## config.mk

```make
export PLATFORM = sky130hd
export DESIGN_NAME = chm_front
export DESIGN_NICKNAME = d
export VERILOG_FILES = /design/src/rtl/core/chm_pkg.sv /design/src/rtl/core/chm_front.sv
export SDC_FILE = /design/constraint.sdc
export NUM_CORES = 1
export LEC_CHECK = 0
export BUFFER_PORTS_ARGS = -buffer_cell sky130_fd_sc_hd__buf_2
export CAP_MARGIN = 10
export CORE_ASPECT_RATIO = 1.4
export CORE_MARGIN = 2
export CORE_UTILIZATION = 35
export DETAILED_ROUTE_END_ITERATION = 8
export REMOVE_ABC_BUFFERS = 1
export SLEW_MARGIN = 30
export SYNTH_ARGS = -nofsm -noshare
export SYNTH_HDL_FRONTEND = slang
export SYNTH_SLANG_ARGS = --single-unit
```

## constraint.sdc

```tcl
create_clock -name clk_i -period 9.6 [get_ports clk_i]
set_input_delay 0.48 -clock clk_i [delete_from_list [all_inputs] [get_ports clk_i]]
set_output_delay 0.48 -clock clk_i [all_outputs]
set_load 0.01 [all_outputs]
```

## src/rtl/core/chm_pkg.sv

```systemverilog
// Shared types, constants and codes of the chained hash map engine.
`default_nettype none
package chm_pkg;

  // Pool and bucket sizing
  localparam int MAX_ENTRIES = 64;
  localparam int NUM_BUCKETS = 64;
  localparam int SLOT_W      = $clog2(MAX_ENTRIES);
  localparam int LINK_W      = $clog2(MAX_ENTRIES + 1);
  localparam int BKT_W       = $clog2(NUM_BUCKETS);
  localparam int CAP_W       = 7;
  localparam int CNT_W       = 7;
  localparam int CAP_LIM     = (NUM_BUCKETS < MAX_ENTRIES) ? NUM_BUCKETS : MAX_ENTRIES;

  // Hash mixing
  localparam logic [31:0] HASH_MUL     = 32'h7feb352d;
  localparam int          HASH_SHIFT_A = 16;
  localparam int          HASH_SHIFT_B = 15;

  // Remainder unit: bits taken per cycle
  localparam int DIV_STEP  = 4;
  localparam int DIV_ITERS = 32 / DIV_STEP;
  localparam int DIV_CNT_W = $clog2(DIV_ITERS);

  // Commands
  localparam logic [1:0] CMD_INSERT = 2'd0;
  localparam logic [1:0] CMD_GET    = 2'd1;
  localparam logic [1:0] CMD_REMOVE = 2'd2;

  // Result status codes
  localparam logic [1:0] ST_OK        = 2'd0;
  localparam logic [1:0] ST_FULL      = 2'd1;
  localparam logic [1:0] ST_NOT_FOUND = 2'd2;
  localparam logic [1:0] ST_RM_FAIL   = 2'd3;

  typedef struct packed {
    logic [1:0]         command;
    logic signed [31:0] key;
    logic [1:0]         new_value;
  } in_item_t;

  typedef struct packed {
    logic [1:0] status;
    logic       found;
    logic [1:0] found_value;
    logic [6:0] entry_total;
    logic       table_full;
  } out_item_t;

  // Classified item passed from front to back
  typedef struct packed {
    logic [1:0]       command;
    logic [31:0]      key;
    logic [1:0]       new_value;
    logic [BKT_W-1:0] bucket;
  } job_t;

endpackage
`default_nettype wire

```

## src/rtl/core/chm_front.sv

```systemverilog
// Front end: accepts items, hashes the key and reduces it modulo the capacity.
`default_nettype none
module chm_front import chm_pkg::*; (
  input  wire logic             clk_i,
  input  wire logic             rst_ni,
  input  wire logic [CAP_W-1:0] cap_i,
  input  wire logic             in_valid_i,
  output logic                  in_stall_o,
  input  wire in_item_t         in_item_i,
  output logic                  job_valid_o,
  input  wire logic             job_full_i,
  output job_t                  job_o
);

  localparam logic [1:0] F_IDLE = 2'd0;
  localparam logic [1:0] F_MUL  = 2'd1;
  localparam logic [1:0] F_DIV  = 2'd2;
  localparam logic [1:0] F_PUSH = 2'd3;

  logic [1:0]           state_q, state_d;
  in_item_t             item_q, item_d;
  logic [31:0]          div_q, div_d;
  logic [CAP_W-1:0]     rem_q, rem_d;
  logic [DIV_CNT_W-1:0] cnt_q, cnt_d;
  logic [31:0]          mix_a, prod, mix_b;
  logic [CAP_W-1:0]     rem_step;

  // Hash: xor-shift, multiply, xor-shift
  always_comb begin
    mix_a = 32'(item_q.key) ^ (32'(item_q.key) >> HASH_SHIFT_A);
    prod  = 32'(mix_a * HASH_MUL);
    mix_b = prod ^ (prod >> HASH_SHIFT_B);
  end

  // Restoring remainder, a few dividend bits per cycle
  always_comb begin
    rem_step = rem_q;
    for (int i = 0; i < DIV_STEP; i++) begin
      rem_step = {rem_step[CAP_W-2:0], div_q[31-i]};
      if (rem_step >= cap_i) begin
        rem_step = rem_step - cap_i;
      end
    end
  end

  // Sequencer
  always_comb begin
    state_d = state_q;
    item_d  = item_q;
    div_d   = div_q;
    rem_d   = rem_q;
    cnt_d   = cnt_q;
    unique case (state_q)
      F_IDLE: begin
        if (in_valid_i) begin
          item_d  = in_item_i;
          state_d = F_MUL;
        end
      end
      F_MUL: begin
        div_d   = mix_b;
        rem_d   = '0;
        cnt_d   = '0;
        state_d = F_DIV;
      end
      F_DIV: begin
        rem_d = rem_step;
        div_d = div_q << DIV_STEP;
        cnt_d = cnt_q + 1'b1;
        if (cnt_q == DIV_CNT_W'(DIV_ITERS - 1)) begin
          state_d = F_PUSH;
        end
      end
      F_PUSH: begin
        if (!job_full_i) begin
          state_d = F_IDLE;
        end
      end
      default: state_d = F_IDLE;
    endcase
  end

  always_ff @(posedge clk_i or negedge rst_ni) begin
    if (!rst_ni) begin
      state_q <= F_IDLE;
    end else begin
      state_q <= state_d;
    end
  end

  always_ff @(posedge clk_i) begin
    item_q <= item_d;
    div_q  <= div_d;
    rem_q  <= rem_d;
    cnt_q  <= cnt_d;
  end

  assign in_stall_o        = (state_q != F_IDLE);
  assign job_valid_o       = (state_q == F_PUSH);
  assign job_o.command     = item_q.command;
  assign job_o.key         = 32'(item_q.key);
  assign job_o.new_value   = item_q.new_value;
  assign job_o.bucket      = rem_q[BKT_W-1:0];

endmodule
`default_nettype wire

```

==> metrics list <==
- Status: completed
- Number of global-route vias before repair: 9,978
- Buffer depth of the longest clock path: 2
* Synthesized-area fraction occupied by adder cells: 0.5136
- Wirelength per Cell: 17.65 um
- Initial antenna violation count: 0
* Critical path startpoint category: input pin
- For this run, design rule violations remaining after detail routing come to 0.
- Setup slack of the most critical reg-to-reg path: 1.45 ns
- For this run, the leading register cell type out of synthesis is sky130_fd_sc_hd__edfxtp_1.
* Worst Path Class, Setup: in2reg
- Transition time of the tightest slew-check pin: 1.029 ns
- Of the total synthesized cell area, the portion taken by AND, OR, NAND and NOR gates is 0.04830.
* Pre-antenna DRT Iters: 4
* Multiplexer share of the synthesized area: 0.01709
- Netlist Area Pre-Place: 0.01339 mm2
- Final Cycle Share: 0.8507
- Type of the tightest min-delay check: in2reg
- Share of synthesized registers carrying an async set or reset: 0.02532
- Top-area cell type share of the netlist area: 0.3109
- Chip width: 169.3 um
- The startpoint identified for the worst register-to-register timing path is rem_q[0]$_SDFFCE_PN0P_.
- The die covers 0.03987 mm2.
- For this run, the number of Yosys warnings is 0.
- Data required, critical path: 9.79 ns
* Vias per std cell: 4.747
- Setup TNS: 0 ns
- Count of cell types in the netlist: 59
- For the worst-skew pair, the clock arrives at the later sink with an insertion delay of 0.36 ns.
- STA classifies the critical path endpoint as a flop.
- In this run the post-CTS setup repair buffer count came out at 0.
* Share of synthesized area occupied by flip-flops and latches: 0.1764
- Sink count of the clock tree: 79
- Detailed-route wire length: 32,860 um
* Final global-route overflow total: 0
- Data arrives at the worst endpoint at 8.36 ns.
* Largest net degree at the start of global routing: 46
- Worst Reg2Reg Path Length in Cells: 34
* Slowest-stage cell, CP: sky130_fd_sc_hd__nor2_1
- Post-cts gate resize count: 0
- FILL cells: 3,746
- Layout net count: 1,856
* Root buffer cell: sky130_fd_sc_hd__clkbuf_16
* Floorplan Core Area: 0.03763 mm2
- Setup-failing EPs final: 0
- The first global-routing pass estimated 52,230 um of wire.
- For this configuration, the core starts out at a cell density of 0.3560.
- Synthesis inferred 79 register bits.
- Buffers inserted during clock tree synthesis total 9.
* Chip Height: 235.5 um
- In the synthesized netlist, the number of instances is 1,280.
- Final Hold Violating Endpoints: 0
- In this run the count of I/O pins placed on the die edge is 91.
* Worst Clk Skew: 0.01600 ns
- The worst pin sits at a relative slew slack of 0.3117.
- Fmax: 0.1224 GHz
- The H-tree generated during clock tree synthesis spans 3 levels.
* TritonCTS clock tree: built
- Routability congestion estimate: 1.007
- Input and output buffers added on the ports amount to 90.
* Overall via count from detail_route: 8,838
- Maximum fanout count along the critical path: 11
- The endpoint identified for the worst register-to-register timing path is rem_q[3]$_SDFFCE_PN0P_.
* Post-synthesis compound-gate area fraction: 0.06782
- Dominant cells by area after synthesis: sky130_fd_sc_hd__fa_1 31%, sky130_fd_sc_hd__ha_1 20%, sky130_fd_sc_hd__edfxtp_1 17%
- For this run, the total global-route usage over all layers was measured as 0.1725.
* Worst setup endpoint: rem_q[3]$_SDFFCE_PN0P_
* Layout area overhead: 10.50%
- Routed Antenna Nets: 0
* Dominant combinational cell family by area after synthesis: adder cells
- Of the total synthesized cell area, the portion taken by XOR and XNOR cells is 0.06913.
* Biggest area consumer among synthesized cells: sky130_fd_sc_hd__fa_1
* Number of antenna diodes: 0
* Delay of the slowest cell on the worst path: 0.51 ns
- Detailed placement ended at an HPWL of 28,670 um.
- Of the cells placed in the final design, the portion with a size suffix greater than 1 is 0.1145.
- The detailed router finished its first iteration with 286 violations.
- Utilization after layout: 0.3934
* Std-Cell Rows: 84
- The synthesized design contains 77 enable-type register cells.
* Worst Setup SP: cap_i[1]
* Setup repair after global routing missed its margin: false
- Counting stages on the worst path, the most repeated cell is sky130_fd_sc_hd__o21ai_1.
- Each instance of the synthesized netlist takes up on average 10.46 um2.
- Clk pin slew, worst setup/hold paths: 0.07 ns
- Number of max-cap violations: 0
* Number of max-slew violations in the final report: 0
* Min Tclk post-route: 8.167 ns
-- timing repair --
| action | CTS | global route |
|---|---|---|
| endpoints found under the hold margin | 2 | 0 |
| setup endpoints to repair | 0 | 0 |
| hold buffers | 1 | 0 |
-- critical path: cells and delay by family --
| kind | cells | cell delay [ns] |
|---|---|---|
| AOI/OAI and AO/OA | 18 | 3.61 |
| adders and majority gates | 4 | 1.29 |
| and+or+nand+nor | 10 | 1.86 |
| buffers and inverters | 2 | 0.28 |
| muxes | 2 | 0.83 |
-- worst min-delay path by stage --
stage	start	to	slack (ns)	cells after the start
2_1_floorplan	rst_ni	state_q[0]$_DFFE_PN0P_	0.18	0
3_5_place_dp	rst_ni	state_q[0]$_DFFE_PN0P_	0.27	1
5_1_grt	in_item_i[8]	job_o[14]$_DFFE_PP_	0.29	1
6_report	in_item_i[4]	job_o[10]$_DFFE_PP_	0.30	1
4_1_cts	in_item_i[4]	job_o[10]$_DFFE_PP_	0.29	1
3_3_place_gp	rst_ni	state_q[0]$_DFFE_PN0P_	0.26	1
-- layout make-up --
cell class              count  area (um2)  area share
multi-input cells         817        9598      0.6485
flip-flops and latches     79        2362      0.1596
inverters                 372        1396     0.09434
well taps                 473       591.8     0.03999
repair buffers            105       565.5     0.03821
clock buffers               9       225.2     0.01522
clock inverters             7       61.31    0.004142
-- stage by stage --
stage | worst slack, ns | hold WS, ns | area [um2] | std cells
after CTS | 1.478 | 0.2938 | 14800 | 1862
final | 1.433 | 0.3023 | 14800 | 1862
after global routing | 0.6313 | 0.2896 | 14800 | 1862
after floorplan | 2.409 | 0.1844 | 13350 | 1268
after global placement | 1.530 | 0.2640 | 14500 | 1845
after detailed placement | 1.118 | 0.2652 | 14500 | 1845
-- per-layer routing --
layer  track usage  vias to the layer above  routed length, um  part of all wire
met3       0.02118                       86                922             0.028
li1              -                     4207                  -                 -
met1        0.1787                     4326              11940              0.36
met4       0.09661                        0               2271             0.069
met5             0                        -                  0                 0
met2        0.3300                      219              17730              0.54
-- cell usage after synthesis, types with 12 or more instances --
cell type                  count
sky130_fd_sc_hd__nor2_1       33
sky130_fd_sc_hd__o21ai_0      37
sky130_fd_sc_hd__fa_1        208
sky130_fd_sc_hd__mux2_2       15
sky130_fd_sc_hd__xnor2_1      75
sky130_fd_sc_hd__xor2_1       27
sky130_fd_sc_hd__a21o_1       12
sky130_fd_sc_hd__edfxtp_1     77
sky130_fd_sc_hd__nand2_1      48
sky130_fd_sc_hd__a21oi_1      30
sky130_fd_sc_hd__inv_1       372
sky130_fd_sc_hd__ha_1        217
-- cell families (layout without fill, tap and decap cells) --
| group | Yosys count | in the layout |
|---|---|---|
| buf+inv | 384 | 493 |
| xor+xnor | 104 | 104 |
| flops | 79 | 79 |
| mux | 21 | 21 |
| simple gates | 131 | 131 |
| fa+ha+maj | 425 | 425 |
| compound gates | 136 | 136 |
-- registers in the layout (all words and copies together) (netlist names) --
signal   cells
job_o       36
div_q       32
rem_q        6
cnt_q        3
state_q      2
-- cells in the final DEF, fill, tap and decap left out, types with 30 or more instances in the layout --
cell type	n
sky130_fd_sc_hd__ha_1	217
sky130_fd_sc_hd__inv_1	372
sky130_fd_sc_hd__a21oi_1	30
sky130_fd_sc_hd__edfxtp_1	77
sky130_fd_sc_hd__nand2_1	48
sky130_fd_sc_hd__fa_1	208
sky130_fd_sc_hd__nor2_1	33
sky130_fd_sc_hd__buf_2	90
sky130_fd_sc_hd__xnor2_1	75
sky130_fd_sc_hd__o21ai_0	37
Power is left out: the tool's default activity adds up to more than one toggle a clock period on the data nets, which glitch-free logic cannot reach.
