`config.mk`:
```
export PLATFORM = sky130hd
export DESIGN_NAME = chm_back
export DESIGN_NICKNAME = d
export VERILOG_FILES = /design/src/rtl/core/chm_pkg.sv /design/src/rtl/core/chm_ram.sv /design/src/rtl/core/chm_back.sv
export SDC_FILE = /design/constraint.sdc
export NUM_CORES = 2
export LEC_CHECK = 0
export ABC_CLOCK_PERIOD_IN_PS = 6400
export BUFFER_PORTS_ARGS = -buffer_cell sky130_fd_sc_hd__buf_2
export CAP_MARGIN = 0
export CORE_MARGIN = 10
export CORE_UTILIZATION = 30
export CTS_CLUSTER_SIZE = 16
export DETAILED_ROUTE_END_ITERATION = 12
export GPL_ROUTABILITY_DRIVEN = 0
export MAX_ROUTING_LAYER = met4
export PLACE_DENSITY_LB_ADDON = 0.2
export SLEW_MARGIN = 30
export SYNTH_ARGS = -nofsm -noshare
export SYNTH_HDL_FRONTEND = slang
export SYNTH_SLANG_ARGS = --single-unit
```
`constraint.sdc`:
```
create_clock -name clk_i -period 6.4 [get_ports clk_i]
set_input_delay 1.28 -clock clk_i [delete_from_list [all_inputs] [get_ports clk_i]]
set_output_delay 1.28 -clock clk_i [all_outputs]
set_load 0.01 [all_outputs]
```
`src/rtl/core/chm_pkg.sv`:
```
// Shared types, constants and codes of the chained hash map engine.
`default_nettype none
package chm_pkg;

  // Pool and bucket sizing
  localparam int MAX_ENTRIES = 64;
  localparam int NUM_BUCKETS = 64;
  localparam int SLOT_W      = $clog2(MAX_ENTRIES);
  localparam int LINK_W      = $clog2(MAX_ENTRIES + 1);
  localparam int BKT_W       = $clog2(NUM_BUCKETS);
  localparam int CAP_W       = 7;
  localparam int CNT_W       = 7;
  localparam int CAP_LIM     = (NUM_BUCKETS < MAX_ENTRIES) ? NUM_BUCKETS : MAX_ENTRIES;

  // Hash mixing
  localparam logic [31:0] HASH_MUL     = 32'h7feb352d;
  localparam int          HASH_SHIFT_A = 16;
  localparam int          HASH_SHIFT_B = 15;

  // Remainder unit: bits taken per cycle
  localparam int DIV_STEP  = 4;
  localparam int DIV_ITERS = 32 / DIV_STEP;
  localparam int DIV_CNT_W = $clog2(DIV_ITERS);

  // Commands
  localparam logic [1:0] CMD_INSERT = 2'd0;
  localparam logic [1:0] CMD_GET    = 2'd1;
  localparam logic [1:0] CMD_REMOVE = 2'd2;

  // Result status codes
  localparam logic [1:0] ST_OK        = 2'd0;
  localparam logic [1:0] ST_FULL      = 2'd1;
  localparam logic [1:0] ST_NOT_FOUND = 2'd2;
  localparam logic [1:0] ST_RM_FAIL   = 2'd3;

  typedef struct packed {
    logic [1:0]         command;
    logic signed [31:0] key;
    logic [1:0]         new_value;
  } in_item_t;

  typedef struct packed {
    logic [1:0] status;
    logic       found;
    logic [1:0] found_value;
    logic [6:0] entry_total;
    logic       table_full;
  } out_item_t;

  // Classified item passed from front to back
  typedef struct packed {
    logic [1:0]       command;
    logic [31:0]      key;
    logic [1:0]       new_value;
    logic [BKT_W-1:0] bucket;
  } job_t;

endpackage
`default_nettype wire

```
`src/rtl/core/chm_ram.sv`:
```
// Generic single-write, single-read RAM with registered read data.
`default_nettype none
module chm_ram #(
  parameter int WIDTH = 8,
  parameter int DEPTH = 64
) (
  input  wire logic                     clk_i,
  input  wire logic                     we_i,
  input  wire logic [$clog2(DEPTH)-1:0] waddr_i,
  input  wire logic [WIDTH-1:0]         wdata_i,
  input  wire logic [$clog2(DEPTH)-1:0] raddr_i,
  output logic      [WIDTH-1:0]         rdata_o
);

  logic [WIDTH-1:0] mem_q [DEPTH];

  // Write port
  always_ff @(posedge clk_i) begin
    if (we_i) begin
      mem_q[waddr_i] <= wdata_i;
    end
  end

  // Registered read port
  always_ff @(posedge clk_i) begin
    rdata_o <= mem_q[raddr_i];
  end

endmodule
`default_nettype wire

```
`src/rtl/core/chm_back.sv`:
```
// Back end: walks the bucket chain, updates the map and holds the result item.
`default_nettype none
module chm_back import chm_pkg::*; (
  input  wire logic             clk_i,
  input  wire logic             rst_ni,
  input  wire logic [CAP_W-1:0] cap_i,
  input  wire logic             job_valid_i,
  input  wire job_t             job_i,
  output logic                  job_pop_o,
  output logic                  out_valid_o,
  input  wire logic             out_stall_i,
  output out_item_t             out_item_o
);

  localparam logic [1:0] S_IDLE = 2'd0;
  localparam logic [1:0] S_HEAD = 2'd1;
  localparam logic [1:0] S_WALK = 2'd2;
  localparam logic [1:0] S_EXEC = 2'd3;

  logic [1:0]       state_q, state_d;
  job_t             job_q;
  logic [LINK_W-1:0] head_link_q, cur_q, prev_q, hit_q, hit_next_q;
  logic [LINK_W-1:0] head_link_d, cur_d, prev_d, hit_d, hit_next_d;
  logic [1:0]       hit_val_q, hit_val_d;
  logic [LINK_W-1:0] steps_q, steps_d;
  logic [CNT_W-1:0] count_q, count_d;
  logic [LINK_W-1:0] sp_q, sp_d, fresh_q, fresh_d;
  logic [NUM_BUCKETS-1:0] head_vld_q;
  logic             out_valid_q;
  out_item_t        out_q;

  // RAM ports
  logic [LINK_W-1:0] head_rdata, next_rdata, head_wdata, next_wdata;
  logic              head_we, key_we, val_we, next_we, stk_we;
  logic [SLOT_W-1:0] walk_addr, val_waddr, next_waddr, stk_rdata, new_slot;
  logic [31:0]       key_rdata;
  logic [1:0]        val_rdata;

  logic out_free, is_full, key_match, steps_end;
  logic [LINK_W-1:0] head_link, nxt;
  out_item_t res;

  assign out_free = !out_valid_q || !out_stall_i;
  assign is_full  = (count_q >= cap_i);
  assign head_link = head_vld_q[job_q.bucket] ? head_rdata : '0;
  assign key_match = (key_rdata == job_q.key);
  assign nxt       = next_rdata;
  assign steps_end = (steps_q + 1'b1) >= LINK_W'(MAX_ENTRIES);
  assign new_slot  = (sp_q != '0) ? stk_rdata : fresh_q[SLOT_W-1:0];

  // Walk read address follows the link just fetched
  always_comb begin
    if (state_q == S_HEAD) begin
      walk_addr = SLOT_W'(head_link - 1'b1);
    end else begin
      walk_addr = SLOT_W'(nxt - 1'b1);
    end
  end

  // Control and update
  always_comb begin
    state_d     = state_q;
    head_link_d = head_link_q;
    cur_d       = cur_q;
    prev_d      = prev_q;
    hit_d       = hit_q;
    hit_next_d  = hit_next_q;
    hit_val_d   = hit_val_q;
    steps_d     = steps_q;
    count_d     = count_q;
    sp_d        = sp_q;
    fresh_d     = fresh_q;
    job_pop_o   = 1'b0;
    head_we     = 1'b0;
    head_wdata  = '0;
    key_we      = 1'b0;
    val_we      = 1'b0;
    val_waddr   = '0;
    next_we     = 1'b0;
    next_waddr  = '0;
    next_wdata  = '0;
    stk_we      = 1'b0;
    res         = '0;
    unique case (state_q)
      S_IDLE: begin
        if (job_valid_i) begin
          job_pop_o = 1'b1;
          hit_d     = '0;
          hit_val_d = '0;
          state_d   = (job_i.command == CMD_INSERT || job_i.command == CMD_GET ||
                       job_i.command == CMD_REMOVE) ? S_HEAD : S_EXEC;
        end
      end
      S_HEAD: begin
        head_link_d = head_link;
        prev_d      = '0;
        steps_d     = '0;
        cur_d       = head_link;
        if (head_link == '0 || head_link > LINK_W'(MAX_ENTRIES)) begin
          state_d = S_EXEC;
        end else begin
          state_d = S_WALK;
        end
      end
      S_WALK: begin
        if (key_match) begin
          hit_d      = cur_q;
          hit_next_d = nxt;
          hit_val_d  = val_rdata;
          state_d    = S_EXEC;
        end else if (nxt == '0 || nxt > LINK_W'(MAX_ENTRIES) || steps_end) begin
          state_d = S_EXEC;
        end else begin
          prev_d  = cur_q;
          cur_d   = nxt;
          steps_d = steps_q + 1'b1;
        end
      end
      S_EXEC: begin
        res.found = (hit_q != '0);
        case (job_q.command)
          CMD_INSERT: begin
            if (is_full) begin
              res.status = ST_FULL;
            end else if (hit_q != '0) begin
              val_we    = out_free;
              val_waddr = SLOT_W'(hit_q - 1'b1);
            end else begin
              key_we     = out_free;
              val_we     = out_free;
              val_waddr  = new_slot;
              next_we    = out_free;
              next_waddr = new_slot;
              next_wdata = head_link_q;
              head_we    = out_free;
              head_wdata = LINK_W'(new_slot) + 1'b1;
              count_d    = count_q + 1'b1;
              if (sp_q != '0) sp_d = sp_q - 1'b1;
              else            fresh_d = fresh_q + 1'b1;
            end
          end
          CMD_GET: begin
            if (hit_q != '0) res.found_value = hit_val_q;
            else             res.status      = ST_NOT_FOUND;
          end
          CMD_REMOVE: begin
            if (hit_q != '0) begin
              if (prev_q != '0) begin
                next_we    = out_free;
                next_waddr = SLOT_W'(prev_q - 1'b1);
                next_wdata = hit_next_q;
              end else begin
                head_we    = out_free;
                head_wdata = hit_next_q;
              end
              stk_we  = out_free;
              sp_d    = sp_q + 1'b1;
              count_d = count_q - 1'b1;
            end else begin
              res.status = ST_RM_FAIL;
            end
          end
          default: res.found = 1'b0;
        endcase
        res.entry_total = count_d;
        res.table_full  = (count_d >= cap_i);
        if (out_free) begin
          state_d = S_IDLE;
        end else begin
          count_d = count_q;
          sp_d    = sp_q;
          fresh_d = fresh_q;
        end
      end
      default: state_d = S_IDLE;
    endcase
  end

  // Control registers
  always_ff @(posedge clk_i or negedge rst_ni) begin
    if (!rst_ni) begin
      state_q     <= S_IDLE;
      count_q     <= '0;
      sp_q        <= '0;
      fresh_q     <= '0;
      head_vld_q  <= '0;
      out_valid_q <= 1'b0;
    end else begin
      state_q <= state_d;
      count_q <= count_d;
      sp_q    <= sp_d;
      fresh_q <= fresh_d;
      if (head_we) head_vld_q[job_q.bucket] <= 1'b1;
      if (state_q == S_EXEC && out_free) out_valid_q <= 1'b1;
      else if (!out_stall_i)             out_valid_q <= 1'b0;
    end
  end

  // Payload registers
  always_ff @(posedge clk_i) begin
    if (job_pop_o) job_q <= job_i;
    head_link_q <= head_link_d;
    cur_q       <= cur_d;
    prev_q      <= prev_d;
    hit_q       <= hit_d;
    hit_next_q  <= hit_next_d;
    hit_val_q   <= hit_val_d;
    steps_q     <= steps_d;
    if (state_q == S_EXEC && out_free) out_q <= res;
  end

  assign out_valid_o = out_valid_q;
  assign out_item_o  = out_q;

  // Bucket heads
  chm_ram #(.WIDTH(LINK_W), .DEPTH(NUM_BUCKETS)) u_head_ram (
    .clk_i, .we_i(head_we), .waddr_i(job_q.bucket), .wdata_i(head_wdata),
    .raddr_i(job_i.bucket), .rdata_o(head_rdata)
  );

  // Entry slots
  chm_ram #(.WIDTH(32), .DEPTH(MAX_ENTRIES)) u_key_ram (
    .clk_i, .we_i(key_we), .waddr_i(new_slot), .wdata_i(job_q.key),
    .raddr_i(walk_addr), .rdata_o(key_rdata)
  );

  chm_ram #(.WIDTH(2), .DEPTH(MAX_ENTRIES)) u_val_ram (
    .clk_i, .we_i(val_we), .waddr_i(val_waddr), .wdata_i(job_q.new_value),
    .raddr_i(walk_addr), .rdata_o(val_rdata)
  );

  chm_ram #(.WIDTH(LINK_W), .DEPTH(MAX_ENTRIES)) u_next_ram (
    .clk_i, .we_i(next_we), .waddr_i(next_waddr), .wdata_i(next_wdata),
    .raddr_i(walk_addr), .rdata_o(next_rdata)
  );

  // Stack of freed slots
  chm_ram #(.WIDTH(SLOT_W), .DEPTH(MAX_ENTRIES)) u_stk_ram (
    .clk_i, .we_i(stk_we), .waddr_i(sp_q[SLOT_W-1:0]),
    .wdata_i(SLOT_W'(hit_q - 1'b1)),
    .raddr_i(SLOT_W'(sp_q - 1'b1)), .rdata_o(stk_rdata)
  );

endmodule
`default_nettype wire

```
==> results by stage <==
Status:
- The run finished with clean final reports.

Synth:
- The number of enable-type register cells in the synthesized netlist is 3555.
- By count the netlist is led by edfxtp_1, nand2_1, mux4_2.
- The cell type with the largest total area after synthesis is edfxtp_1.
- Synthesis produced approximately 7900 cells.
- The proportion of register bits with asynchronous set or reset after synthesis is 2.354%.
- For this run, the leading register cell type out of synthesis is edfxtp_1.
- The share of the synthesized area in the top cell type is 73.64%.
- The number of distinct library cells after synthesis is a little over 80.
- The most instantiated library cell after synthesis is edfxtp_1.
- The mean instance size in the synthesized netlist is 18.36 um^2.
- The total nets after synthesis is ~8000.
- Synthesis inferred 3696 register bits.
- The cell area after synthesis is 145000 um^2.
- For this run, the number of Yosys warnings is 0.
- The sequential area share after synthesis is roughly 76%.
- By area the synthesized netlist is led by edfxtp_1, mux4_2, nand2_1.

Timing:
- The hold violation count in the final report is 0.
- The post-route clock skew is 0.05951 ns.
- Timing would allow up to 161.0 MHz.
- The worst slew margin relative to its limit is 21.92%.
- The aggregate negative setup slack is 0 ns.
- The worst path setup slack after routing is 0.1897 ns.
- The routed design could run at a clock period as short as between 6 and 7 ns.
- The final-report setup violation count is 0.
- In the finished design, the share of the clock period the worst path needs comes to 97.04%.
- The final number of max-transition violations was 0.
- Setup repair after global routing left no endpoint under its margin.
- The transition time at the pin with the least slew margin is 1.171 ns.

Setup path:
- The signal on the critical path passes through buf_4 -> mux2_1 -> o311a_1 -> nand3_1 -> o311ai_1 -> nor2_2 -> nand2_1 -> and2_1 -> mux2i_1 -> ha_1 -> inv_1 -> o311ai_0 -> nor3_2 -> buf_4 -> or3_2 -> buf_12 -> buf_12 -> o22ai_1 -> or4_1.
- The worst register-to-register path has a depth of 19.
- The setup check on the worst reg-to-reg path leaves a slack of 0.19 ns.
- The worst register-to-register path begins at job_q[2].
- For this run, the slowest stage of the critical path takes 0.75 ns.
- Data arrives at the worst endpoint at between 7 and 8 ns.
- The worst path buffer plus inverter count is 5.
- STA classifies the critical path startpoint as a flop.
- STA classifies the critical path endpoint as a flop.
- The setup path with the least slack is of type flop to flop.
- The cell class contributing the biggest share of worst-path delay is compound AO/OA/AOI/OAI gates.
- At the worst endpoint, the required time is 7.31 ns.
- On the critical path, the stage with the largest delay is an instance of edfxtp_1.
- In this run the critical register-to-register path is captured at u_key_ram.rdata_o[2].
- The maximum fanout along the worst path is 19.

Floorplan:
- The die height is 715.1 um.
- The initial utilization of the core area, before any placement, comes to 30.09%.
- The initialized floorplan defines between 200 and 300 standard-cell rows.
- The area of the core is ~480000 um^2.
- 68 I/O pins were placed.
- The die covers about 510000 um^2.
- The width of the die is 715.1 um.

Finish:
- After the last flow step, the layout net total stands at 8378.
- The area growth from synthesis to final layout is 16.54%.
- The post-route netlist has 21.48% of its cells at a drive strength greater than 1.
- The count of fill cells added during filler insertion is about 45000.

GRT:
- The number of global-route vias before repair is 77900.
- The first global-routing pass estimated 608.5 mm of wire.
- The global-route layer with the greatest usage is met2.
- Entering global routing, the biggest net connects 128 pins.
- Global routing used 2.201% of the available met3 tracks.
- The overflow left after global routing is 0.
- The number of antenna violations at the first check in global routing is 31.
- The global-route usage over all layers is 16.76%.
- For met2 alone, demand over resource in global routing was 27.10%.
- For met1 alone, demand over resource in global routing was roughly 23%.

Routing:
- The final routed DRC violation total is 0.
- The routed layout has 77180 vias.
- The per-cell routed wire length is 28.51 um.
- The via count normalized by instance count is 5.131.
- The total wirelength of the detailed-routed design is 428.9 mm.
- The number of antenna-violating nets in the routed design is 0.
- The detailed router finished its first iteration with about 8200 violations.
- The first detailed-routing pass ran for 6 iterations.

Clock network:
- The number of CTS-inserted buffers is 390.
- The root buffer cell is clkbuf_16.
- The clock network latency to the later pin of the worst-skew pair is 1.00 ns.
- After clock tree synthesis, the clock-pin slew on the worst setup and hold paths is 0.06 ns.
- The longest clock path from root to sink contains 4 buffers.
- The total number of clock tree sinks is 3696.
- The CTS tree is built.
- The deepest level of the CTS H-tree is 5.
- The number of hold-repair buffers added at the cts stage is 0.

Placed design:
- The post-place setup slack is a little under 0.3 ns.
- The count of input and output buffers is 67.
- After legalization and detailed placement, the total HPWL measured 270.1 mm.

Flow run:
- The number of max-cap violations is 0.

Pwr:
- The cell leakage power is 52.91 nW.
- VDD sags by at most 0.8677 mV.
- The total power per unit cell area is around 520 nW/um^2.

Min path:
- The tightest min-delay check is of the primary input to async pin type.
-- worst max path at each step --
stage          startpoint               endpoint  slack (ns)  cells after the start
2_1_floorplan    cap_i[0]  u_key_ram.mem_q[0][0]        0.44                     12
3_3_place_gp     job_q[2]  u_key_ram.rdata_o[10]        0.16                     17
3_5_place_dp     job_q[2]  u_key_ram.rdata_o[10]        0.30                     17
4_1_cts          job_q[2]  u_key_ram.rdata_o[10]        0.26                     17
5_1_grt          job_q[2]  u_key_ram.rdata_o[29]        0.03                     19
6_report         job_q[2]   u_key_ram.rdata_o[2]        0.19                     19
-- final cells by class --
class	count	area, um^2	share of cell area, %
Inverter	36	155.1	0.09184
Timing Repair Buffer	458	4244	2.512
Antenna cell	9	22.52	0.01333
Clock buffer	490	10420	6.169
Multi-Input combinational cell	3714	33710	19.96
Sequential cell	3696	110000	65.12
Tap cell	6425	8039	4.759
Clock inverter	214	2325	1.376
-- cell families after synthesis --
group,Yosys count,share of synthesized area (%)
adders and majority gates,29,0.2503
DFF,3696,75.89
xor gates and xnor gates,80,0.4834
muxes,956,12.44
buffers and inverters,487,1.454
AOI/OAI and AO/OA,662,3.491
and+or+nand+nor,1987,5.993
-- placed cells by master (no fill, tap or decap), types with 18 or more instances in the layout --
cell type,synthesis,final
a221o_1,78,78
mux4_2,674,674
mux2i_1,262,262
clkinv_1,3,74
ha_1,29,27
clkbuf_8,0,18
dfrtp_1,87,86
and3_1,53,49
clkbuf_1,304,77
a22oi_1,25,25
bufinv_16,0,39
and2_1,32,29
nor2_4,1,81
dfxtp_1,54,53
clkbuf_16,0,395
o211ai_1,83,83
nor3_1,20,18
buf_4,11,316
edfxtp_1,3555,3555
o2111ai_1,80,80
o21bai_1,64,64
o21ai_0,92,91
or4_1,43,43
buf_12,0,75
nand2_1,763,753
nand3_1,363,362
a32oi_1,91,91
nor2_1,594,514
clkinv_2,0,65
nand4_1,30,30
o22ai_1,45,45
inv_1,32,29
xnor2_1,62,58
a21oi_1,34,30
buf_2,65,64
-- sequential cells by signal, summed over array words and instances (netlist names), 13 cells and up --
signal / flops
u_val_ram.mem_q: 128
u_key_ram.mem_q: 2048
u_head_ram.mem_q: 448
job_q: 42
u_key_ram.rdata_o: 32
out_item_o: 13
u_next_ram.mem_q: 448
head_vld_q: 64
u_stk_ram.mem_q: 384
-- layer usage --
metal	vias to the layer above	part of all wire, %
met3	590	5.9
met5	-	0
met2	2667	49
li1	32540	-
met4	0	2.6
met1	41380	43
-- power breakdown --
group	total (mW)	switching, mW	internal, mW
Sequential	28.7	0.547	28.2
Combinational	36.3	23.6	12.8
Clock	22.8	9.65	13.1
-- per-stage QoR --
stage / util (%) / hold slack, ns / area [um^2] / power (mW) / cells
after floorplan: - / 0.4064 / 145000 / 49.45 / 7897
after global placement: 32.40 / 0.4620 / 156100 / 66.03 / 14330
after detailed placement: 32.41 / 0.4598 / 156200 / 66.07 / 14330
after CTS: 35.06 / 0.2369 / 168900 / 88.91 / 15030
after global routing: 35.06 / 0.2931 / 168900 / 91.26 / 15040
final: 35.07 / 0.2981 / 168900 / 87.83 / 15040
-- timing repair --
item | CTS | global route
resized for setup | 0 | 2
setup buffers | 0 | 0
setup endpoints to repair | 0 | 4
Note: power is estimated with default switching activity, not from simulation.
