--- config.mk ---
export PLATFORM = sky130hd
export DESIGN_NAME = chm_fifo
export DESIGN_NICKNAME = d
export VERILOG_FILES = /design/src/rtl/core/chm_pkg.sv /design/src/rtl/core/chm_fifo.sv
export SDC_FILE = /design/constraint.sdc
export NUM_CORES = 1
export LEC_CHECK = 0
export BUFFER_PORTS_ARGS = -buffer_cell sky130_fd_sc_hd__clkbuf_2
export CAP_MARGIN = 20
export CORE_ASPECT_RATIO = 0.7
export CORE_MARGIN = 2
export CORE_UTILIZATION = 50
export DETAILED_ROUTE_END_ITERATION = 10
export MAX_ROUTING_LAYER = met4
export PLACE_DENSITY = 0.76
export SYNTH_ARGS = -nofsm -noshare
export SYNTH_HDL_FRONTEND = slang
export SYNTH_SLANG_ARGS = --single-unit
--- constraint.sdc ---
create_clock -name clk_i -period 3.3 [get_ports clk_i]
set_input_delay 0.33 -clock clk_i [delete_from_list [all_inputs] [get_ports clk_i]]
set_output_delay 0.33 -clock clk_i [all_outputs]
set_load 0.01 [all_outputs]
--- src/rtl/core/chm_pkg.sv ---
// Shared types, constants and codes of the chained hash map engine.
`default_nettype none
package chm_pkg;

  // Pool and bucket sizing
  localparam int MAX_ENTRIES = 64;
  localparam int NUM_BUCKETS = 64;
  localparam int SLOT_W      = $clog2(MAX_ENTRIES);
  localparam int LINK_W      = $clog2(MAX_ENTRIES + 1);
  localparam int BKT_W       = $clog2(NUM_BUCKETS);
  localparam int CAP_W       = 7;
  localparam int CNT_W       = 7;
  localparam int CAP_LIM     = (NUM_BUCKETS < MAX_ENTRIES) ? NUM_BUCKETS : MAX_ENTRIES;

  // Hash mixing
  localparam logic [31:0] HASH_MUL     = 32'h7feb352d;
  localparam int          HASH_SHIFT_A = 16;
  localparam int          HASH_SHIFT_B = 15;

  // Remainder unit: bits taken per cycle
  localparam int DIV_STEP  = 4;
  localparam int DIV_ITERS = 32 / DIV_STEP;
  localparam int DIV_CNT_W = $clog2(DIV_ITERS);

  // Commands
  localparam logic [1:0] CMD_INSERT = 2'd0;
  localparam logic [1:0] CMD_GET    = 2'd1;
  localparam logic [1:0] CMD_REMOVE = 2'd2;

  // Result status codes
  localparam logic [1:0] ST_OK        = 2'd0;
  localparam logic [1:0] ST_FULL      = 2'd1;
  localparam logic [1:0] ST_NOT_FOUND = 2'd2;
  localparam logic [1:0] ST_RM_FAIL   = 2'd3;

  typedef struct packed {
    logic [1:0]         command;
    logic signed [31:0] key;
    logic [1:0]         new_value;
  } in_item_t;

  typedef struct packed {
    logic [1:0] status;
    logic       found;
    logic [1:0] found_value;
    logic [6:0] entry_total;
    logic       table_full;
  } out_item_t;

  // Classified item passed from front to back
  typedef struct packed {
    logic [1:0]       command;
    logic [31:0]      key;
    logic [1:0]       new_value;
    logic [BKT_W-1:0] bucket;
  } job_t;

endpackage
`default_nettype wire

--- src/rtl/core/chm_fifo.sv ---
// Two-entry item queue between the front and back ends.
`default_nettype none
module chm_fifo import chm_pkg::*; (
  input  wire logic clk_i,
  input  wire logic rst_ni,
  input  wire logic push_i,
  input  wire job_t push_data_i,
  output logic      full_o,
  input  wire logic pop_i,
  output logic      valid_o,
  output job_t      pop_data_o
);

  job_t       mem_q [2];
  logic       wptr_q, rptr_q;
  logic [1:0] fill_q;

  assign full_o     = (fill_q == 2'd2);
  assign valid_o    = (fill_q != 2'd0);
  assign pop_data_o = mem_q[rptr_q];

  // Pointers and fill level
  always_ff @(posedge clk_i or negedge rst_ni) begin
    if (!rst_ni) begin
      wptr_q <= 1'b0;
      rptr_q <= 1'b0;
      fill_q <= 2'd0;
    end else begin
      if (push_i) wptr_q <= ~wptr_q;
      if (pop_i)  rptr_q <= ~rptr_q;
      fill_q <= fill_q + {1'b0, push_i} - {1'b0, pop_i};
    end
  end

  // Storage
  always_ff @(posedge clk_i) begin
    if (push_i) begin
      mem_q[wptr_q] <= push_data_i;
    end
  end

endmodule
`default_nettype wire

==> impl_results.md, run 1 <==
* Clock network fraction of design power at 20.0%
* Yosys cell types at 13
* Antenna diodes at 0
* Hold Path Class: in -> reg
* Clock Skews at 2.71 ps
* Worst path arrival time at 1810 ps
* Worst-path fanout max at 31
* Clk sinks at 88
* Slew headroom at 32.3%
* Die Wd at 103 um
* Tightest Pin Transition at 1020 ps
* Setup Fix Bufs, Post-CTS at 0
* Starting Density at 51.3%
* Top-count cell post-synth: edfxtp_1
* Setup_tns at 0 ps
* Core Area at 6690 um^2
* Worst setup path start: rptr_q$_DFFE_PN0P_
* Layout Cells excl Fill at 343
* Synthesized flop and latch total at 88
* CTS H-tree lvls at 3
* Sw Pwr at 0.946 mW
* Drt wl/cell at 15.0 um
* Final Slew Violations at 0
* Vias at 1605
* Gate power share at 32.8%
* Pin count of the biggest net entering global routing at 43
* Clk Latency, worst-skew pair at 330 ps
* Setup CP Type: reg -> out
* Yosys top cell area share at 73.5%
* Worst slack, placed at 1450 ps
* Clock-pin slew on the worst setup and hold paths at 70 ps
* Clock period minus worst slack at 2140 ps
* Outcome: complete, no violations
* Peak Freq at 468 MHz
* Lkg Pwr at 1.71 nW
* P per Cell Area at 817 nW/um^2
* Ys Warns at 0
* Worst Hold End: mem_q[1][40]$_DFFE_PP_
* Mapped Nets at 194
* Die H at 73.3 um
* # setup viols final at 0
* Hold depth at 1
* Peak supply drop at 0.420 mV
* Reg2reg start: wptr_q$_DFFE_PN0P_
* Hold violation count in the final report at 0
* Placed insts at 326
* ANT nets after route at 0
* Placement Rows at 25
* First-pass GRT wire length at 7.58 mm
* Port buffer count at 89
* Max Cap Viol at 0
* Inserted Clock Buffers at 9
* Worst setup EP type: primary output
* Vias per inst at 4.68
* Part of the cycle the worst path needs at 64.8%
* Gate Count Post-Synth at 146
* Syn Std Cell Area at 3430 um^2
* WP data required at 2970 ps
* Full die area at 7550 um^2
* Antenna violations before repair at 0
* Largest cells by area after synthesis: edfxtp_1 73%, mux2_4 17%, dfrtp_1 2.9%
* Slowest stage delay, CP at 640 ps
* CTS Buffer Depth at 2
* Yosys top cell by area: edfxtp_1
* Slack of the critical path at 1160 ps
* Ys async rst share at 4.55%
* Vias in the first global route at 1604
* Top FF cell, synth: edfxtp_1
* R2R Setup Slk at 1570 ps
* First-pass DRT Iterations at 4
* NumNets Final at 292
* Crit path cell chain: buf_12 -> mux2_2 -> clkbuf_2
* Hold Path Origin: push_data_i[40]
* Root buf cell: clkbuf_8
* Area delta synth->final at 20.4%
* Seq pwr share at 47.2%
* Gr usage total at 14.3%
* Synthesized area per cell at 23.5 um^2
* Placed Area at 3940 um^2
* CTS tree: done
* Register area share after synthesis at 76.4%
* Setup crit start kind: flop
* Post-synth EDFFs at 84
* CP max stage cell: dfrtp_2
* R2R depth at 2
* Detailed router's first-iteration violation count at 40
* Pint at 2.43 mW
* I/O pin count at 90
* Capture point of the worst reg-to-reg path: mem_q[0][5]$_DFFE_PP_
* Placer Congestion at 0.738
* Global route overflow at 0
* Final WL at 5.14 mm
* RSZ-0062 raised after global routing: false
* Drc violations at 0
* Post-synth top cells: 84 x edfxtp_1, 39 x mux2_4, 4 x buf_12, 4 x dfrtp_1, 3 x mux2_2
* Dpl hpwl at 3.43 mm
* Final Instance Area at 4130 um^2
* Switching share of power at 28.0%
* Layout cells sized above 1 at 59.4%
==> flip-flops by register name (all words and copies together) (netlist names) <==
signal	cells
wptr_q	1
rptr_q	1
mem_q	84
fill_q	2
==> cells by family after synthesis <==
family	synth area share (%)
xor+xnor	1.20
mux	18.0
buf+inv	2.88
fa+ha+maj	0.729
simple gates	0.729
flops	76.4
==> critical path: cells and delay by family, from the launching register on <==
family	cells	cell delay (ps)
buffers and inverters	2	430
flip-flops	1	640
multiplexers	1	370
==> layer usage <==
metal / share of wire, % / track usage, %
met1: 46 / 18.1
met3: 9.5 / 7.14
met2: 44 / 20.9
met4: 0.62 / 3.51
met5: 0 / -
==> repair_timing <==
action                    CTS  global route
hold endpoints to repair    4             0
hold buffers                1             0
resized for setup           0             0
==> stage by stage <==
| step | util (%) | hold WS [ps] | power (mW) |
|---|---|---|---|
| floorplan | - | 34.4 | 2.47 |
| global placement | 58.9 | 143 | 2.73 |
| detailed placement | 58.9 | 144 | 2.75 |
| CTS | 61.7 | 165 | 3.42 |
| global route | 61.7 | 164 | 3.55 |
| finish | 61.7 | 179 | 3.38 |
==> final cells by class <==
type                       instances  area, um^2
timing repair buffer              92         483
sequential                        88        2620
multi-input combinational         51         719
inverter                           2        7.51
clock buffer                      12         135
fill                             523        2560
clock inverter                     4        45.0
tap                               94         118
==> layout by cell type (no fill, tap or decap), drive strengths merged, types with 2 or more instances in the layout <==
master and n:
ha 2, xor2 2, dfrtp 4, clkbuf 101, edfxtp 84, buf 2
nor2b 2, mux2 42, inv 2, clkinv 2
==> how the worst max path moves through the flow <==
stage,end,slack [ps],cells past startpoint
floorplan,mem_q[0][0]$_DFFE_PP_,570,1
global placement,mem_q[0][2]$_DFFE_PP_,1480,3
detailed placement,mem_q[0][2]$_DFFE_PP_,1450,3
CTS,pop_data_o[1],1120,3
global route,pop_data_o[0],1080,3
finish,pop_data_o[1],1160,3
==> power by group through the flow <==
| stage | Sequential, mW | Combinational [mW] | Clock [mW] |
|---|---|---|---|
| after floorplan | 1.56 | 0.902 | 0 |
| after CTS | 1.60 | 1.13 | 0.693 |
| after global routing | 1.62 | 1.19 | 0.740 |
| after global placement | 1.61 | 1.12 | 0 |
| final | 1.59 | 1.11 | 0.676 |
| after detailed placement | 1.62 | 1.12 | 0 |
No activity file was read; power rests on OpenSTA's default activity.
==> run 2, diff against run 1 <==
- clock period: 3.3 -> 2.15 ns (I/O delays scaled with it)
==> run 2 against run 1 <==
Routed wire length rose by 4.9%. Via count is 1.1% higher. Utilization rose by 0.43 points. Critical endpoint is now pop_data_o[25].
==> impl_results.md, run 2 (same netlist as run 1, synthesis figures left out) <==
* # setup viols final at 0
* Drt wl/cell at 15.5 um
* Global route overflow at 0
* Number of flip-flops in the largest register at 84
* Part of the cycle the worst path needs at 89.7%
* Placed insts at 330
* Setup CP Type: reg -> out
* Vias at 1622
* Final core utilization at 62.1%
* Worst-path fanout max at 18
* Placer Congestion at 0.701
* Tightest Pin Transition at 458 ps
* Largest regs: mem_q (84), fill_q (2)
* Clock-pin slew on the worst setup and hold paths at 80 ps
* Placed Area at 3980 um^2
* Setup Fix Bufs, Post-CTS at 0
* Clk sinks at 88
* Placement Rows at 25
* Die Wd at 103 um
* Met3 Resource Use GR at 6.95%
* Detailed router's first-iteration violation count at 58
* Full die area at 7550 um^2
* RSZ-0062 raised after global routing: false
* Pin count of the biggest net entering global routing at 23
* Setup crit start kind: flop
* P per Cell Area at 1240 nW/um^2
* Drc violations at 0
* First-pass DRT Iterations at 4
* FF/Latch Area at 2620 um^2
* Clock period minus worst slack at 1930 ps
* WP data required at 1930 ps
* Routing usage on met1 at 17.9%
* Commonest non-fill, non-tap cell in the layout: clkbuf_2
* Worst setup EP type: primary output
* Lkg Pwr at 1.72 nW
* Area delta synth->final at 21.2%
* Most frequent cells in the layout: 89 x clkbuf_2, 84 x edfxtp_1, 39 x mux2_4, 9 x clkbuf_8, 4 x buf_4
* Vias per inst at 4.67
* Setup_tns at 0 ps
* Final Instance Area at 4160 um^2
* Port buffer count at 89
* Met2 Use GR at 23.1%
* First-pass GRT wire length at 7.85 mm
* CTS tree: done
* Root buf cell: clkbuf_8
* CTS Buffer Depth at 2
* Final Slew Violations at 0
* NumNets Final at 296
* Clk Latency, worst-skew pair at 350 ps
* Final WL at 5.40 mm
* I/O pin count at 90
* Max Cap Viol at 0
* Peak Freq at 519 MHz
* Global routing's busiest layer: met2
* Antenna diodes at 0
* FILL cells at 521
* Dpl hpwl at 3.63 mm
* Inserted Clock Buffers at 9
* Total power at 5.17 mW
* Peak supply drop at 0.644 mV
* Slew headroom at 69.4%
* Die H at 73.3 um
* Top reg by flops: mem_q
* Core Area at 6690 um^2
* Hold Path Class: in -> reg
* Worst path arrival time at 1710 ps
* CTS H-tree lvls at 3
* Clock Skews at 6.51 ps
* Antenna violations before repair at 0
* Outcome: complete, no violations
* Vias in the first global route at 1661
* Gr usage total at 15.1%
* Multi-input logic area at 719 um^2
* ANT nets after route at 0
* Layout cells sized above 1 at 60.9%
* Hold violation count in the final report at 0
* Starting Density at 51.3%
* Layout Cells excl Fill at 347
==> run 2: through the flow <==
step                hold slack (ps)  setup slack (ps)
floorplan                     -80.6               225
finish                         52.6               222
global placement               28.0               577
CTS                            34.1               184
detailed placement             26.3               576
global route                   29.5               154
==> run 2: cell type report <==
type / count / area share (%)
timing repair buffer: 96 / 12.6
clock inverter: 4 / 0.752
sequential: 88 / 63.1
inverter: 2 / 0.180
multi-input combinational: 51 / 17.3
tap: 94 / 2.83
clock buffer: 12 / 3.25
==> run 2: what timing repair did <==
action                    4_1_cts  5_1_grt
hold endpoints to repair        4        0
resized for setup               0        0
hold buffers                    1        0
==> run 2: metal layers <==
layer / routed length, um / share of wire [%]
met1: 2260 / 42
met2: 2560 / 47
met3: 514 / 9.5
met4: 63 / 1.2
met5: 0 / 0
==> run 2: worst max-delay path, stage by stage, from the launching register on <==
cell and delay [ps]:
dfrtp_2 660, buf_12 250, mux2_4 320, clkbuf_2 130
==> run 2: report_power, final <==
part | internal [mW] | switching (mW)
combinational | 0.967 | 0.804
clock | 0.422 | 0.528
sequential | 2.28 | 0.168
==> run 2: path summary, 6_finish.rpt <==
path / cells past startpoint / startpoint / slack [ps] / to
min reg2reg: 1 / wptr_q$_DFFE_PN0P_ / 550 / wptr_q$_DFFE_PN0P_
max: 3 / rptr_q$_DFFE_PN0P_ / 220 / pop_data_o[25]
max reg2reg: 2 / wptr_q$_DFFE_PN0P_ / 910 / mem_q[1][41]$_DFFE_PP_
min in group asynchronous: 2 / rst_ni / 240 / fill_q[1]$_DFF_PN0_
min: 1 / push_data_i[35] / 50 / mem_q[0][35]$_DFFE_PP_
max in group asynchronous: 2 / rst_ni / 1780 / rptr_q$_DFFE_PN0P_
==> run 3, diff against run 2 <==
==> constraint.sdc (replaced) <==
create_clock -name clk_i -period 2.15 [get_ports clk_i]
set_input_delay 0.1075 -clock clk_i [delete_from_list [all_inputs] [get_ports clk_i]]
set_output_delay 0.1075 -clock clk_i [all_outputs]
set_load 0.01 [all_outputs]
==> run 3 against run 2 <==
Non-clock buffer count increased by 44. Sequential share of layout area decreased by 6.4 points. Utilization increased by 7.0 points. First-iteration DRC count increased by 29%. Design area increased by 11%. Die area unchanged. Critical endpoint unchanged. Total power increased by 4.3%. Register-to-register slack about the same. Maximum frequency increased by 5.4%. Highest routed layer unchanged. Sequential cell count unchanged. Clock skew increased by 1.8 ps.
==> impl_results.md, run 3 (same netlist as run 1, synthesis figures left out) <==
* Outcome: complete, no violations
* Clock period minus worst slack at 1830 ps
* P per Cell Area at 1160 nW/um^2
* Placement Rows at 25
* Placed insts at 330
* Vias at 1839
* Worst-path fanout max at 18
* Vias in the first global route at 1951
* Inserted Clock Buffers at 9
* Crit path cell chain: buf_12 -> mux2_4 -> clkbuf_2
* Layout cells sized above 1 at 52.5%
* I/O pin count at 90
* Full die area at 7550 um^2
* First-pass DRT Iterations at 4
* Setup crit start kind: flop
* Clock-pin slew on the worst setup and hold paths at 80 ps
* Layout Cells excl Fill at 391
* Detailed router's first-iteration violation count at 75
* Placer Congestion at 0.705
* Clk Latency, worst-skew pair at 350 ps
* Tightest Pin Transition at 456 ps
* Final Slew Violations at 0
* Peak supply drop at 0.758 mV
* CP max stage cell: dfrtp_2
* CTS Buffer Depth at 2
* Antenna diodes at 0
* Starting Density at 51.3%
* Slew headroom at 69.6%
* Worst setup EP type: primary output
* CP top delay family: flip-flops
* Clock Skews at 8.31 ps
* Final WL at 6.05 mm
* Largest regs: mem_q (84), fill_q (2)
* Worst path bufs/invs at 2
* Lkg Pwr at 1.92 nW
* Area delta synth->final at 34.9%
* RSZ-0062 raised after global routing: false
* FILL cells at 460
* Setup_tns at 0 ps
* Commonest non-fill, non-tap cell in the layout: clkbuf_2
* # setup viols final at 0
* WP data required at 2040 ps
* Max Cap Viol at 0
* NumNets Final at 340
* Part of the cycle the worst path needs at 85.1%
* Slowest stage delay, CP at 660 ps
* Die Wd at 103 um
* Setup Fix Bufs, Post-CTS at 0
* Drc violations at 0
* Clk sinks at 88
* Global route overflow at 0
* Drt wl/cell at 15.5 um
* Worst path arrival time at 1720 ps
* Dpl hpwl at 3.56 mm
* CTS tree: done
* Peak Freq at 547 MHz
* Port buffer count at 89
* Hold Path Class: in -> async
* Antenna violations before repair at 0
* Die H at 73.3 um
* Setup CP Type: reg -> out
* Most frequent cells in the layout: 89 x clkbuf_2, 84 x edfxtp_1, 45 x dlygate4sd3_1, 39 x mux2_4, 9 x clkbuf_8
* ANT nets after route at 0
* Gr usage total at 17.4%
* Core Area at 6690 um^2
* Vias per inst at 4.70
* CTS H-tree lvls at 3
* Pin count of the biggest net entering global routing at 23
* Number of flip-flops in the largest register at 84
* Hold violation count in the final report at 0
* Root buf cell: clkbuf_8
* Top reg by flops: mem_q
* First-pass GRT wire length at 9.10 mm
[run 3: final cells by class]
cell class | instances | area, um^2 | area share [%]
clock buffers | 9 | 124 | 2.68
well taps | 94 | 118 | 2.54
repair buffers | 140 | 966 | 20.9
inverters | 2 | 7.51 | 0.162
clock inverters | 7 | 71.3 | 1.54
flip-flops and latches | 88 | 2620 | 56.7
multi-input cells | 51 | 719 | 15.5
[run 3: metrics by stage]
step | total power, mW | worst slack (ps) | util, % | instance area, um^2 | hold slack [ps]
global placement | 4.25 | 691 | 59.5 | 3980 | -79.3
detailed placement | 4.28 | 680 | 59.5 | 3980 | -78.8
CTS | 5.44 | 286 | 69.2 | 4630 | 80.3
global route | 5.65 | 250 | 69.2 | 4630 | 98.4
finish | 5.39 | 321 | 69.2 | 4630 | 96.5
floorplan | 3.78 | 225 | - | 3430 | -188
[run 3: power by group]
| part | leakage [nW] | switching (mW) | internal, mW | total, mW |
|---|---|---|---|---|
| Combinational | 0.994 | 0.832 | 1.02 | 1.85 |
| Sequential | 0.834 | 0.171 | 2.28 | 2.45 |
| Clock | 0.0933 | 0.554 | 0.536 | 1.09 |
[run 3: path summary, 6_finish.rpt]
| kind | to | slack (ps) | from | cells past startpoint |
|---|---|---|---|---|
| setup reg to reg | mem_q[1][41]$_DFFE_PP_ | 910 | wptr_q$_DFFE_PN0P_ | 2 |
| hold reg to reg | wptr_q$_DFFE_PN0P_ | 550 | wptr_q$_DFFE_PN0P_ | 1 |
| hold / removal | fill_q[1]$_DFF_PN0_ | 100 | rst_ni | 2 |
| setup / recovery | pop_data_o[25] | 320 | rptr_q$_DFFE_PN0P_ | 3 |
| max in group asynchronous | rptr_q$_DFFE_PN0P_ | 1920 | rst_ni | 2 |
| min in group clk_i | mem_q[1][32]$_DFFE_PP_ | 480 | push_data_i[32] | 2 |
[run 3: repair_timing]
action                                  CTS  global route
endpoints found under the setup margin    0             0
resized for setup                         0             0
endpoints found under the hold margin    90             0
hold buffers                             45             0
[run 3: layer usage]
metal  vias to the layer above  global-route usage [%]  share of wire (%)
met3                         5                    5.61                6.1
met1                       894                    19.9                 42
met4                         0                    5.26               0.43
met2                        77                    29.6                 52
li1                        863                       -                  -
met5                         -                       -                  0
